File: src/rtl/core/wmat_pkg.sv
// ---------------------------------------------------------------------------
// wmat_pkg
// Shared types and constants for the wear/motion alarm tracker.
// ---------------------------------------------------------------------------
package wmat_pkg;

   localparam int VARIANCE_BITS = 24;
   localparam int CMP_BITS      = (VARIANCE_BITS > 24) ? VARIANCE_BITS : 24;

   // still-count / wear decay
   localparam logic [6:0] STILL_CAP       = 7'd120;
   localparam logic [6:0] DECAY_START     = 7'd60;
   localparam logic [6:0] MODERATE_CREDIT = 7'd30;
   localparam logic [6:0] WORN_FULL       = 7'd100;
   localparam logic [6:0] WORN_MIN        = 7'd40;

   // motion classification
   localparam logic [CMP_BITS-1:0] IMPACT_VARIANCE = CMP_BITS'(80000);
   localparam logic [CMP_BITS-1:0] HARD_VARIANCE   = CMP_BITS'(30000);
   localparam logic [15:0]         HARD_RMS        = 16'd480;
   localparam logic [9:0]          FREQ_LOW        = 10'd16;
   localparam logic [9:0]          FREQ_HIGH       = 10'd48;
   localparam logic [7:0]          PEAK_MIN        = 8'd90;
   localparam logic [7:0]          RESTRAIN_RUN    = 8'd6;

   // alarm run
   localparam logic [7:0] RUN_MAX   = 8'd255;
   localparam logic [7:0] RUN_HIGH  = 8'd11;
   localparam logic [7:0] RUN_MID   = 8'd8;
   localparam logic [6:0] CONF_HIGH = 7'd99;
   localparam logic [6:0] CONF_MID  = 7'd66;
   localparam logic [6:0] CONF_LOW  = 7'd33;

   // motion_state bit positions
   localparam int MOT_STILL      = 0;
   localparam int MOT_PERIODIC   = 1;
   localparam int MOT_APERIODIC  = 2;
   localparam int MOT_IMPACT     = 3;
   localparam int MOT_RESTRAINED = 4;
   localparam int MOT_MODEL      = 7;

   typedef enum logic [1:0] {
      CSR_ANOMALY_THRESHOLD  = 2'd0,
      CSR_HYST_LEN           = 2'd1,
      CSR_STILL_LIMIT        = 2'd2,
      CSR_ACTIVE_LIMIT       = 2'd3
   } csr_index_type;

   typedef struct packed {
      logic [VARIANCE_BITS-1:0] var_trace;
      logic [15:0]              resultant_rms;
      logic [9:0]               dominant_freq;
      logic [7:0]               spectral_peak;
      logic [15:0]              anomaly_score;
      logic                     event_acknowledged;
      logic                     model_ready;
   } req_type;

   typedef struct packed {
      logic [6:0] wear_confidence;
      logic [7:0] motion_state;
      logic [7:0] scaled_score;
      logic [7:0] alarm_windows;
      logic       threat_event;
      logic [6:0] alert_confidence;
      logic       clear_ack;
   } rsp_type;

   // classified window handed from front to back
   typedef struct packed {
      logic       still;
      logic       active;
      logic       impact;
      logic       periodic;
      logic       score_hi;
      logic [7:0] score_sat;
      logic       acked;
      logic       ready;
   } cls_type;

endpackage

File: src/rtl/core/wmat_fifo.sv
// ---------------------------------------------------------------------------
// wmat_fifo
// Small register-based synchronous FIFO, one push and one pop per cycle.
// ---------------------------------------------------------------------------
module wmat_fifo #(
   parameter int WIDTH = 8,
   parameter int DEPTH = 2
) (
   input  logic             clock,
   input  logic             reset,
   input  logic             push,
   input  logic [WIDTH-1:0] wdata,
   output logic             full,
   input  logic             pop,
   output logic [WIDTH-1:0] rdata,
   output logic             empty
);

   localparam int PW = (DEPTH > 1) ? $clog2(DEPTH) : 1;
   localparam int CW = $clog2(DEPTH + 1);

   logic [WIDTH-1:0] mem_ff [DEPTH];
   logic [PW-1:0]    wr_ptr_ff, wr_ptr_in;
   logic [PW-1:0]    rd_ptr_ff, rd_ptr_in;
   logic [CW-1:0]    count_ff, count_in;
   logic             do_push, do_pop;

   assign full    = (count_ff == CW'(DEPTH));
   assign empty   = (count_ff == '0);
   assign do_push = push && !full;
   assign do_pop  = pop && !empty;
   assign rdata   = mem_ff[rd_ptr_ff];

   always_comb begin
      wr_ptr_in = wr_ptr_ff;
      rd_ptr_in = rd_ptr_ff;
      if (do_push) begin
         wr_ptr_in = (wr_ptr_ff == PW'(DEPTH - 1)) ? '0 : wr_ptr_ff + 1'b1;
      end
      if (do_pop) begin
         rd_ptr_in = (rd_ptr_ff == PW'(DEPTH - 1)) ? '0 : rd_ptr_ff + 1'b1;
      end
      count_in = count_ff + CW'(do_push) - CW'(do_pop);
   end

   always_ff @(posedge clock) begin
      if (reset) begin
         wr_ptr_ff <= '0;
         rd_ptr_ff <= '0;
         count_ff  <= '0;
      end else begin
         wr_ptr_ff <= wr_ptr_in;
         rd_ptr_ff <= rd_ptr_in;
         count_ff  <= count_in;
      end
   end

   always_ff @(posedge clock) begin
      if (do_push) begin
         mem_ff[wr_ptr_ff] <= wdata;
      end
   end

   a_count_bound: assert property (@(posedge clock) disable iff (reset)
      count_ff <= CW'(DEPTH))
      else $error("fifo count beyond depth");

   a_count_track: assert property (@(posedge clock) disable iff (reset)
      (do_push && !do_pop) |=> (count_ff == $past(count_ff) + 1'b1))
      else $error("fifo count missed a push");

   a_ptr_sync: assert property (@(posedge clock) disable iff (reset)
      empty |-> (wr_ptr_ff == rd_ptr_ff))
      else $error("fifo pointers differ while empty");

endmodule

File: src/rtl/core/wmat_front.sv
// ---------------------------------------------------------------------------
// wmat_front
// Config registers and per-window classification (stateless compares).
// ---------------------------------------------------------------------------
module wmat_front
   import wmat_pkg::*;
(
   input  logic          clock,
   input  logic          reset,
   input  logic          csr_valid,
   output logic          csr_ready,
   input  csr_index_type csr_index,
   input  logic [23:0]   csr_wdata,
   input  req_type       req_data,
   output cls_type       cls,
   output logic [7:0]    hyst_len
);

   logic [15:0] anomaly_threshold_ff;
   logic [7:0]  hyst_len_ff;
   logic [23:0] still_limit_ff;
   logic [23:0] active_limit_ff;
   logic [CMP_BITS-1:0] var_ext;

   assign csr_ready = 1'b1;
   assign hyst_len  = hyst_len_ff;

   always_ff @(posedge clock) begin
      if (reset) begin
         anomaly_threshold_ff <= 16'd113;
         hyst_len_ff          <= 8'd5;
         still_limit_ff       <= 24'd100;
         active_limit_ff      <= 24'd1000;
      end else if (csr_valid) begin
         unique case (csr_index)
            CSR_ANOMALY_THRESHOLD: anomaly_threshold_ff <= csr_wdata[15:0];
            CSR_HYST_LEN:          hyst_len_ff          <= csr_wdata[7:0];
            CSR_STILL_LIMIT:       still_limit_ff       <= csr_wdata;
            CSR_ACTIVE_LIMIT:      active_limit_ff      <= csr_wdata;
            default: ;
         endcase
      end
   end

   always_comb begin
      var_ext      = CMP_BITS'(req_data.var_trace);
      cls.still    = var_ext < CMP_BITS'(still_limit_ff);
      cls.active   = var_ext > CMP_BITS'(active_limit_ff);
      cls.impact   = (var_ext > IMPACT_VARIANCE) ||
                     ((req_data.resultant_rms > HARD_RMS) && (var_ext > HARD_VARIANCE));
      cls.periodic = (req_data.dominant_freq >= FREQ_LOW) &&
                     (req_data.dominant_freq <= FREQ_HIGH) &&
                     (req_data.spectral_peak >= PEAK_MIN);
      // a zeroed score never exceeds the threshold, so the back only masks this
      cls.score_hi  = req_data.anomaly_score > anomaly_threshold_ff;
      cls.score_sat = (req_data.anomaly_score > 16'd255) ? 8'd255
                                                         : req_data.anomaly_score[7:0];
      cls.acked     = req_data.event_acknowledged;
      cls.ready     = req_data.model_ready;
   end

endmodule

File: src/rtl/core/wmat_back.sv
// ---------------------------------------------------------------------------
// wmat_back
// Still/wear/run state update; one window per cycle unless rsp_full stalls it.
// ---------------------------------------------------------------------------
module wmat_back
   import wmat_pkg::*;
(
   input  logic       clock,
   input  logic       reset,
   input  cls_type    cls,
   input  logic       cls_valid,
   output logic       cls_pop,
   input  logic [7:0] hyst_len,
   output rsp_type    rsp,
   output logic       rsp_push,
   input  logic       rsp_full
);

   logic [6:0]  still_windows_ff, still_windows_in;
   logic [6:0]  worn_percent_ff, worn_percent_in;
   logic [7:0]  anomaly_run_ff, anomaly_run_in;

   logic [6:0]  remain;
   logic [8:0]  remain_x5;
   logic [18:0] third;
   logic        suppress, anomalous, threat, clear;
   logic [6:0]  conf;
   logic [7:0]  motion;

   assign cls_pop  = cls_valid && !rsp_full;
   assign rsp_push = cls_pop;

   always_comb begin
      // still count
      priority if (cls.still) begin
         still_windows_in = (still_windows_ff < STILL_CAP) ? still_windows_ff + 7'd1
                                                           : still_windows_ff;
      end else if (cls.active) begin
         still_windows_in = '0;
      end else begin
         still_windows_in = (still_windows_ff > MODERATE_CREDIT) ?
                            still_windows_ff - MODERATE_CREDIT : '0;
      end

      // decay: floor((120 - c) * 5 / 3), divide by 3 as * 683 >> 11 (exact to 300)
      remain    = STILL_CAP - still_windows_in;
      remain_x5 = 9'(remain) * 9'd5;
      third     = 19'(remain_x5) * 19'd683;

      priority if (still_windows_in > DECAY_START) begin
         worn_percent_in = third[17:11];
      end else if (!cls.still) begin
         worn_percent_in = WORN_FULL;
      end else begin
         worn_percent_in = worn_percent_ff;
      end

      suppress  = (cls.still || (worn_percent_in < WORN_MIN)) && (anomaly_run_ff == '0);
      anomalous = cls.score_hi && !suppress && (worn_percent_in >= WORN_MIN);

      motion = '0;
      priority if (cls.still) begin
         motion[MOT_STILL] = 1'b1;
      end else if (cls.impact) begin
         motion[MOT_IMPACT] = 1'b1;
      end else if (cls.periodic) begin
         motion[MOT_PERIODIC] = 1'b1;
      end else begin
         motion[MOT_APERIODIC] = 1'b1;
      end
      motion[MOT_RESTRAINED] = (anomaly_run_ff > RESTRAIN_RUN) && cls.still;
      motion[MOT_MODEL]      = cls.ready;

      threat = 1'b0;
      clear  = 1'b0;
      conf   = '0;
      anomaly_run_in = anomaly_run_ff;
      if (anomalous) begin
         if (anomaly_run_ff != RUN_MAX) begin
            anomaly_run_in = anomaly_run_ff + 8'd1;
         end
         if ((anomaly_run_in >= hyst_len) && !cls.acked) begin
            threat = 1'b1;
            priority if (anomaly_run_in >= RUN_HIGH) begin
               conf = CONF_HIGH;
            end else if (anomaly_run_in >= RUN_MID) begin
               conf = CONF_MID;
            end else begin
               conf = CONF_LOW;
            end
         end
      end else if (anomaly_run_ff != '0) begin
         anomaly_run_in = '0;
         clear          = 1'b1;
      end

      rsp.wear_confidence  = worn_percent_in;
      rsp.motion_state     = motion;
      rsp.scaled_score     = suppress ? 8'd0 : cls.score_sat;
      rsp.alarm_windows    = anomaly_run_in;
      rsp.threat_event     = threat;
      rsp.alert_confidence = conf;
      rsp.clear_ack        = clear;
   end

   always_ff @(posedge clock) begin
      if (reset) begin
         still_windows_ff <= '0;
         worn_percent_ff  <= '0;
         anomaly_run_ff   <= '0;
      end else if (cls_pop) begin
         still_windows_ff <= still_windows_in;
         worn_percent_ff  <= worn_percent_in;
         anomaly_run_ff   <= anomaly_run_in;
      end
   end

   a_threat_conf: assert property (@(posedge clock) disable iff (reset)
      rsp_push |-> (rsp.threat_event == (rsp.alert_confidence != '0)))
      else $error("threat and confidence disagree");

   a_clear_resets_run: assert property (@(posedge clock) disable iff (reset)
      (rsp_push && rsp.clear_ack) |=> (anomaly_run_ff == '0))
      else $error("run not cleared after clear pulse");

   a_state_bounds: assert property (@(posedge clock) disable iff (reset)
      (still_windows_ff <= STILL_CAP) && (worn_percent_ff <= WORN_FULL))
      else $error("still count or wear out of range");

   a_hold_on_stall: assert property (@(posedge clock) disable iff (reset)
      !$past(cls_pop) && !$past(reset) |-> $stable(anomaly_run_ff))
      else $error("run changed without a request");

endmodule

File: src/rtl/core/wear_motion_alarm_tracker_core.sv
// ---------------------------------------------------------------------------
// wear_motion_alarm_tracker_core
// Window summary in, wear/motion/alarm result out; front classifies,
// back updates the still/wear/run state, queues in between and at output.
// ---------------------------------------------------------------------------
//  channel   handshake            payload
//  request   push / full          req_data  (req_type)
//  result    empty / pop          rsp_data  (rsp_type)
//  csr       csr_valid/csr_ready  csr_index, csr_wdata
//
// One request per cycle sustained while pop keeps up; a result shows once
// its request has passed the mid queue, then the result queue, and can then pop.
// The back state update loops through its own registers and sets the rate.
// Reset clears the state and loads the register defaults; no clearing pass.
// full rises when the mid queue fills, which happens only while pop stalls.
// ---------------------------------------------------------------------------
module wear_motion_alarm_tracker_core
   import wmat_pkg::*;
#(
   parameter int MID_DEPTH = 4,
   parameter int RSP_DEPTH = 2
) (
   input  logic          clock,
   input  logic          reset,
   input  logic          push,
   output logic          full,
   input  req_type       req_data,
   output logic          empty,
   input  logic          pop,
   output rsp_type       rsp_data,
   input  logic          csr_valid,
   output logic          csr_ready,
   input  csr_index_type csr_index,
   input  logic [23:0]   csr_wdata
);

   cls_type    cls_front, cls_head;
   logic       mid_empty, cls_pop;
   logic [7:0] hyst_len;
   rsp_type    rsp_back;
   logic       rsp_push, rsp_full;

   wmat_front u_front (
      .clock     (clock),
      .reset     (reset),
      .csr_valid (csr_valid),
      .csr_ready (csr_ready),
      .csr_index (csr_index),
      .csr_wdata (csr_wdata),
      .req_data  (req_data),
      .cls       (cls_front),
      .hyst_len  (hyst_len)
   );

   wmat_fifo #(
      .WIDTH ($bits(cls_type)),
      .DEPTH (MID_DEPTH)
   ) u_mid_q (
      .clock (clock),
      .reset (reset),
      .push  (push),
      .wdata (cls_front),
      .full  (full),
      .pop   (cls_pop),
      .rdata (cls_head),
      .empty (mid_empty)
   );

   wmat_back u_back (
      .clock     (clock),
      .reset     (reset),
      .cls       (cls_head),
      .cls_valid (!mid_empty),
      .cls_pop   (cls_pop),
      .hyst_len  (hyst_len),
      .rsp       (rsp_back),
      .rsp_push  (rsp_push),
      .rsp_full  (rsp_full)
   );

   wmat_fifo #(
      .WIDTH ($bits(rsp_type)),
      .DEPTH (RSP_DEPTH)
   ) u_rsp_q (
      .clock (clock),
      .reset (reset),
      .push  (rsp_push),
      .wdata (rsp_back),
      .full  (rsp_full),
      .pop   (pop),
      .rdata (rsp_data),
      .empty (empty)
   );

endmodule

File: config.mk
export PLATFORM = sky130hd
export DESIGN_NAME = wear_motion_alarm_tracker_core
export DESIGN_NICKNAME = d
export VERILOG_FILES = /design/src/rtl/core/wmat_pkg.sv /design/src/rtl/core/wmat_fifo.sv /design/src/rtl/core/wmat_front.sv /design/src/rtl/core/wmat_back.sv /design/src/rtl/core/wear_motion_alarm_tracker_core.sv
export SDC_FILE = /design/constraint.sdc
export NUM_CORES = 1
export LEC_CHECK = 0
export ABC_AREA = 1
export BUFFER_PORTS_ARGS = -buffer_cell sky130_fd_sc_hd__buf_2
export CAP_MARGIN = 10
export CORE_MARGIN = 1.5
export CORE_UTILIZATION = 39
export CTS_CLUSTER_DIAMETER = 40
export DETAILED_ROUTE_END_ITERATION = 10
export HOLD_SLACK_MARGIN = 0.05
export PLACE_DENSITY = 0.63
export SLEW_MARGIN = 20
export SYNTH_ARGS = -nofsm -noshare
export SYNTH_HDL_FRONTEND = slang
export SYNTH_HIERARCHICAL = 1
export SYNTH_SLANG_ARGS = --single-unit
File: constraint.sdc
create_clock -name clock -period 9.62 [get_ports clock]
set_input_delay 0.962 -clock clock [delete_from_list [all_inputs] [get_ports clock]]
set_output_delay 0.962 -clock clock [all_outputs]
set_load 0.01 [all_outputs]
==> flow_summary.json <==
{
  "firstDrtPassIters": 5,
  "drv_cap": 0,
  "clkTransAtPathRegs_ns": 0.06,
  "drc": 0,
  "max-slew-margin-rel": 0.3390,
  "num_vias": 10910,
  "hold_buffers": 0,
  "setup_viol": 0,
  "slowest_stage": "fa_1",
  "synth.area.top_cells": "edfxtp_1 29%, dfxtp_1 15%, ha_1 12%",
  "dp_slack_ns": 1.086,
  "dpl.hpwl_mm": 23.40,
  "slowest_delay_ns": 0.52,
  "netlist_area_um2": 14690,
  "period_minus_slack_ns": 8.453,
  "rr_worst_depth": 41,
  "yosysMostFrequentCell": "inv_1",
  "ant_nets": 0,
  "hp-class": "register to register",
  "clock_path_buffers": 3,
  "ios": 150,
  "area_delta_synth_final_pct": 16.00,
  "nNetsFinal": 2018,
  "seq_area_frac_synth": 0.4334,
  "synth_top_area_frac": 0.2862,
  "layout-drive-gt1-share": 0.2010,
  "drtIter0Drc": 512,
  "rsz0062_at_grt": "false",
  "endpoint": "u_rsp_q/mem_ff[1][7]",
  "post_cts_buffers": 0,
  "fin_crit_sh": 0.8787,
  "worst_pin_slew_ns": 0.9915,
  "ys_warn_count": 6,
  "maxSlewViolCount": 0,
  "cp.arrival_ns": 8.79,
  "cp-start-kind": "register",
  "cp-end-kind": "register",
  "synth_ff_type": "edfxtp_1",
  "fin_ws_ns": 1.167,
  "gr-total-overflow": 0,
  "synth_area_per_cell_um2": 9.152,
  "globalplace.congestion": 0.8262,
  "tns_ns": 0,
  "synthTopCellsByCount": "275 x inv_1, 196 x nand2_1, 165 x nor2_1",
  "status": "completed",
  "clock_tree.root_cell": "clkbuf_16",
  "grt_max_degree": 67,
  "r2r_end": "u_rsp_q/mem_ff[1][7]",
  "postSynth.asyncResetShare": 0,
  "crit_type": "register to register",
  "hold_start": "u_front/anomaly_threshold_ff[11]",
  "path_max_fanout": 30,
  "fillers": 3542,
  "routed_wl_mm": 31.51,
  "clock-sinks": 248,
  "cts_resized": 0,
  "fmax_ghz": 0.1183,
  "dieArea_um2": 38840,
  "hold_viol_final": 0,
  "clk-insertion-delay-late_ns": 0.51,
  "cpMostUsedCell": "ha_1",
  "cts_buffers": 38,
  "grt_pass1_vias": 10410,
  "fin_skew_ns": 0.01342,
  "reg2reg_slack_ns": 1.17,
  "antenna_found_initial": 8,
  "via_per_inst": 4.763,
  "critical_path_required_ns": 9.96,
  "synth_edf_count": 140,
  "core_area_um2": 36870,
  "cts_tree": "yes",
  "initial_core_util": 0.3984,
  "grt_use_total": 0.1623,
  "die_h_um": 197.1,
  "row_count": 70,
  "yosysTopAreaCell": "edfxtp_1",
  "grt_pass1_wl_mm": 50.89,
  "dieWidth_um": 197.1,
  "synthDistinctLibCells": 58,
  "cts_htree_levels": 2,
  "routedWlPerCell_um": 13.75,
  "port_buffers": 147,
  "ys_ff_latch": 248,
  "netlist_instances": 1605
}
state kept, by name (all words and copies together), names as in the netlist, 8 cells and up, named ones only:
name / cells
u_back/anomaly_run_ff: 8
u_front/active_limit_ff: 24
u_front/anomaly_threshold_ff: 16
u_front/hyst_len: 8
u_front/still_limit_ff: 24
u_mid_q/mem_ff: 60
u_rsp_q/mem_ff: 80
worst min-delay path by stage:
stage | slack, ns | depth (start not counted) | endpoint
2_1_floorplan | 0.43 | 2 | u_front/hyst_len[2]
3_3_place_gp | 0.44 | 2 | u_front/still_limit_ff[12]
3_5_place_dp | 0.45 | 2 | u_front/anomaly_threshold_ff[11]
4_1_cts | 0.46 | 2 | u_front/anomaly_threshold_ff[11]
5_1_grt | 0.47 | 2 | u_front/still_limit_ff[23]
6_report | 0.46 | 2 | u_front/anomaly_threshold_ff[11]
per-layer routing:
| metal | share of wire | GRT usage | vias to the layer above |
|---|---|---|---|
| li1 | - | - | 5618 |
| met1 | 0.47 | 0.2153 | 4987 |
| met2 | 0.45 | 0.2642 | 251 |
| met3 | 0.059 | 0.03842 | 51 |
| met4 | 0.020 | 0.04608 | 6 |
| met5 | 0.0013 | 0 | - |
layout by cell type (no fill, tap or decap), types with 7 or more instances in the layout:
cell       count
a21oi_1      122
a21oi_2        7
buf_2        147
buf_4          9
clkbuf_16     39
dfxtp_1      107
edfxtp_1     140
fa_1          22
ha_1         137
inv_1        275
inv_2          9
mux2_2        40
nand2_1      196
nand2_2       16
nand2_4        7
nand3_1       53
nand4_1        7
nor2_1       159
nor2_2        10
nor3_1        10
o211ai_1       9
o21ai_0       77
o21ai_1       42
o21ai_2       16
o22ai_2       10
xor2_1        11
cell type report:
type | count | area (um^2) | area share
Antenna cell | 6 | 15.01 | 0.0008812
Clock buffer | 46 | 1032 | 0.06058
Clock inverter | 23 | 239.0 | 0.01403
Inverter | 286 | 1084 | 0.06359
Multi-Input combinational cell | 1022 | 6868 | 0.4031
Sequential cell | 248 | 6367 | 0.3737
Tap cell | 504 | 630.6 | 0.03701
Timing Repair Buffer | 156 | 803.3 | 0.04714
cells by family after synthesis:
kind of cell	count (synthesis)	share of synthesized area
flops	248	0.4334
mux	40	0.03066
simple gates	487	0.1507
fa+ha+maj	159	0.1467
xor+xnor	16	0.009540
buf+inv	339	0.1014
compound gates	314	0.1271
other cells	2	0.0005113
per-stage QoR:
stage	hold WS, ns	cells	utilization	area [um^2]
final	0.4550	2291	0.4621	17040
after global routing	0.4718	2287	0.4618	17030
after CTS	0.4593	2285	0.4617	17020
after detailed placement	0.4505	2216	0.4272	15750
after global placement	0.4433	2216	0.4272	15750
after floorplan	0.4289	1609	-	14700
worst max-delay path: cells and delay by family, from the launching register on:
kind | cells | cell delay [ns]
DFF | 1 | 0.31
buffers and inverters | 7 | 1.08
adders and majority gates | 8 | 3.12
AOI/OAI and AO/OA | 10 | 1.87
and+or+nand+nor | 15 | 1.62
xor gates and xnor gates | 1 | 0.24
Power is left out: the tool's default activity adds up to more than one toggle a clock period on the data nets, which glitch-free logic cannot reach.
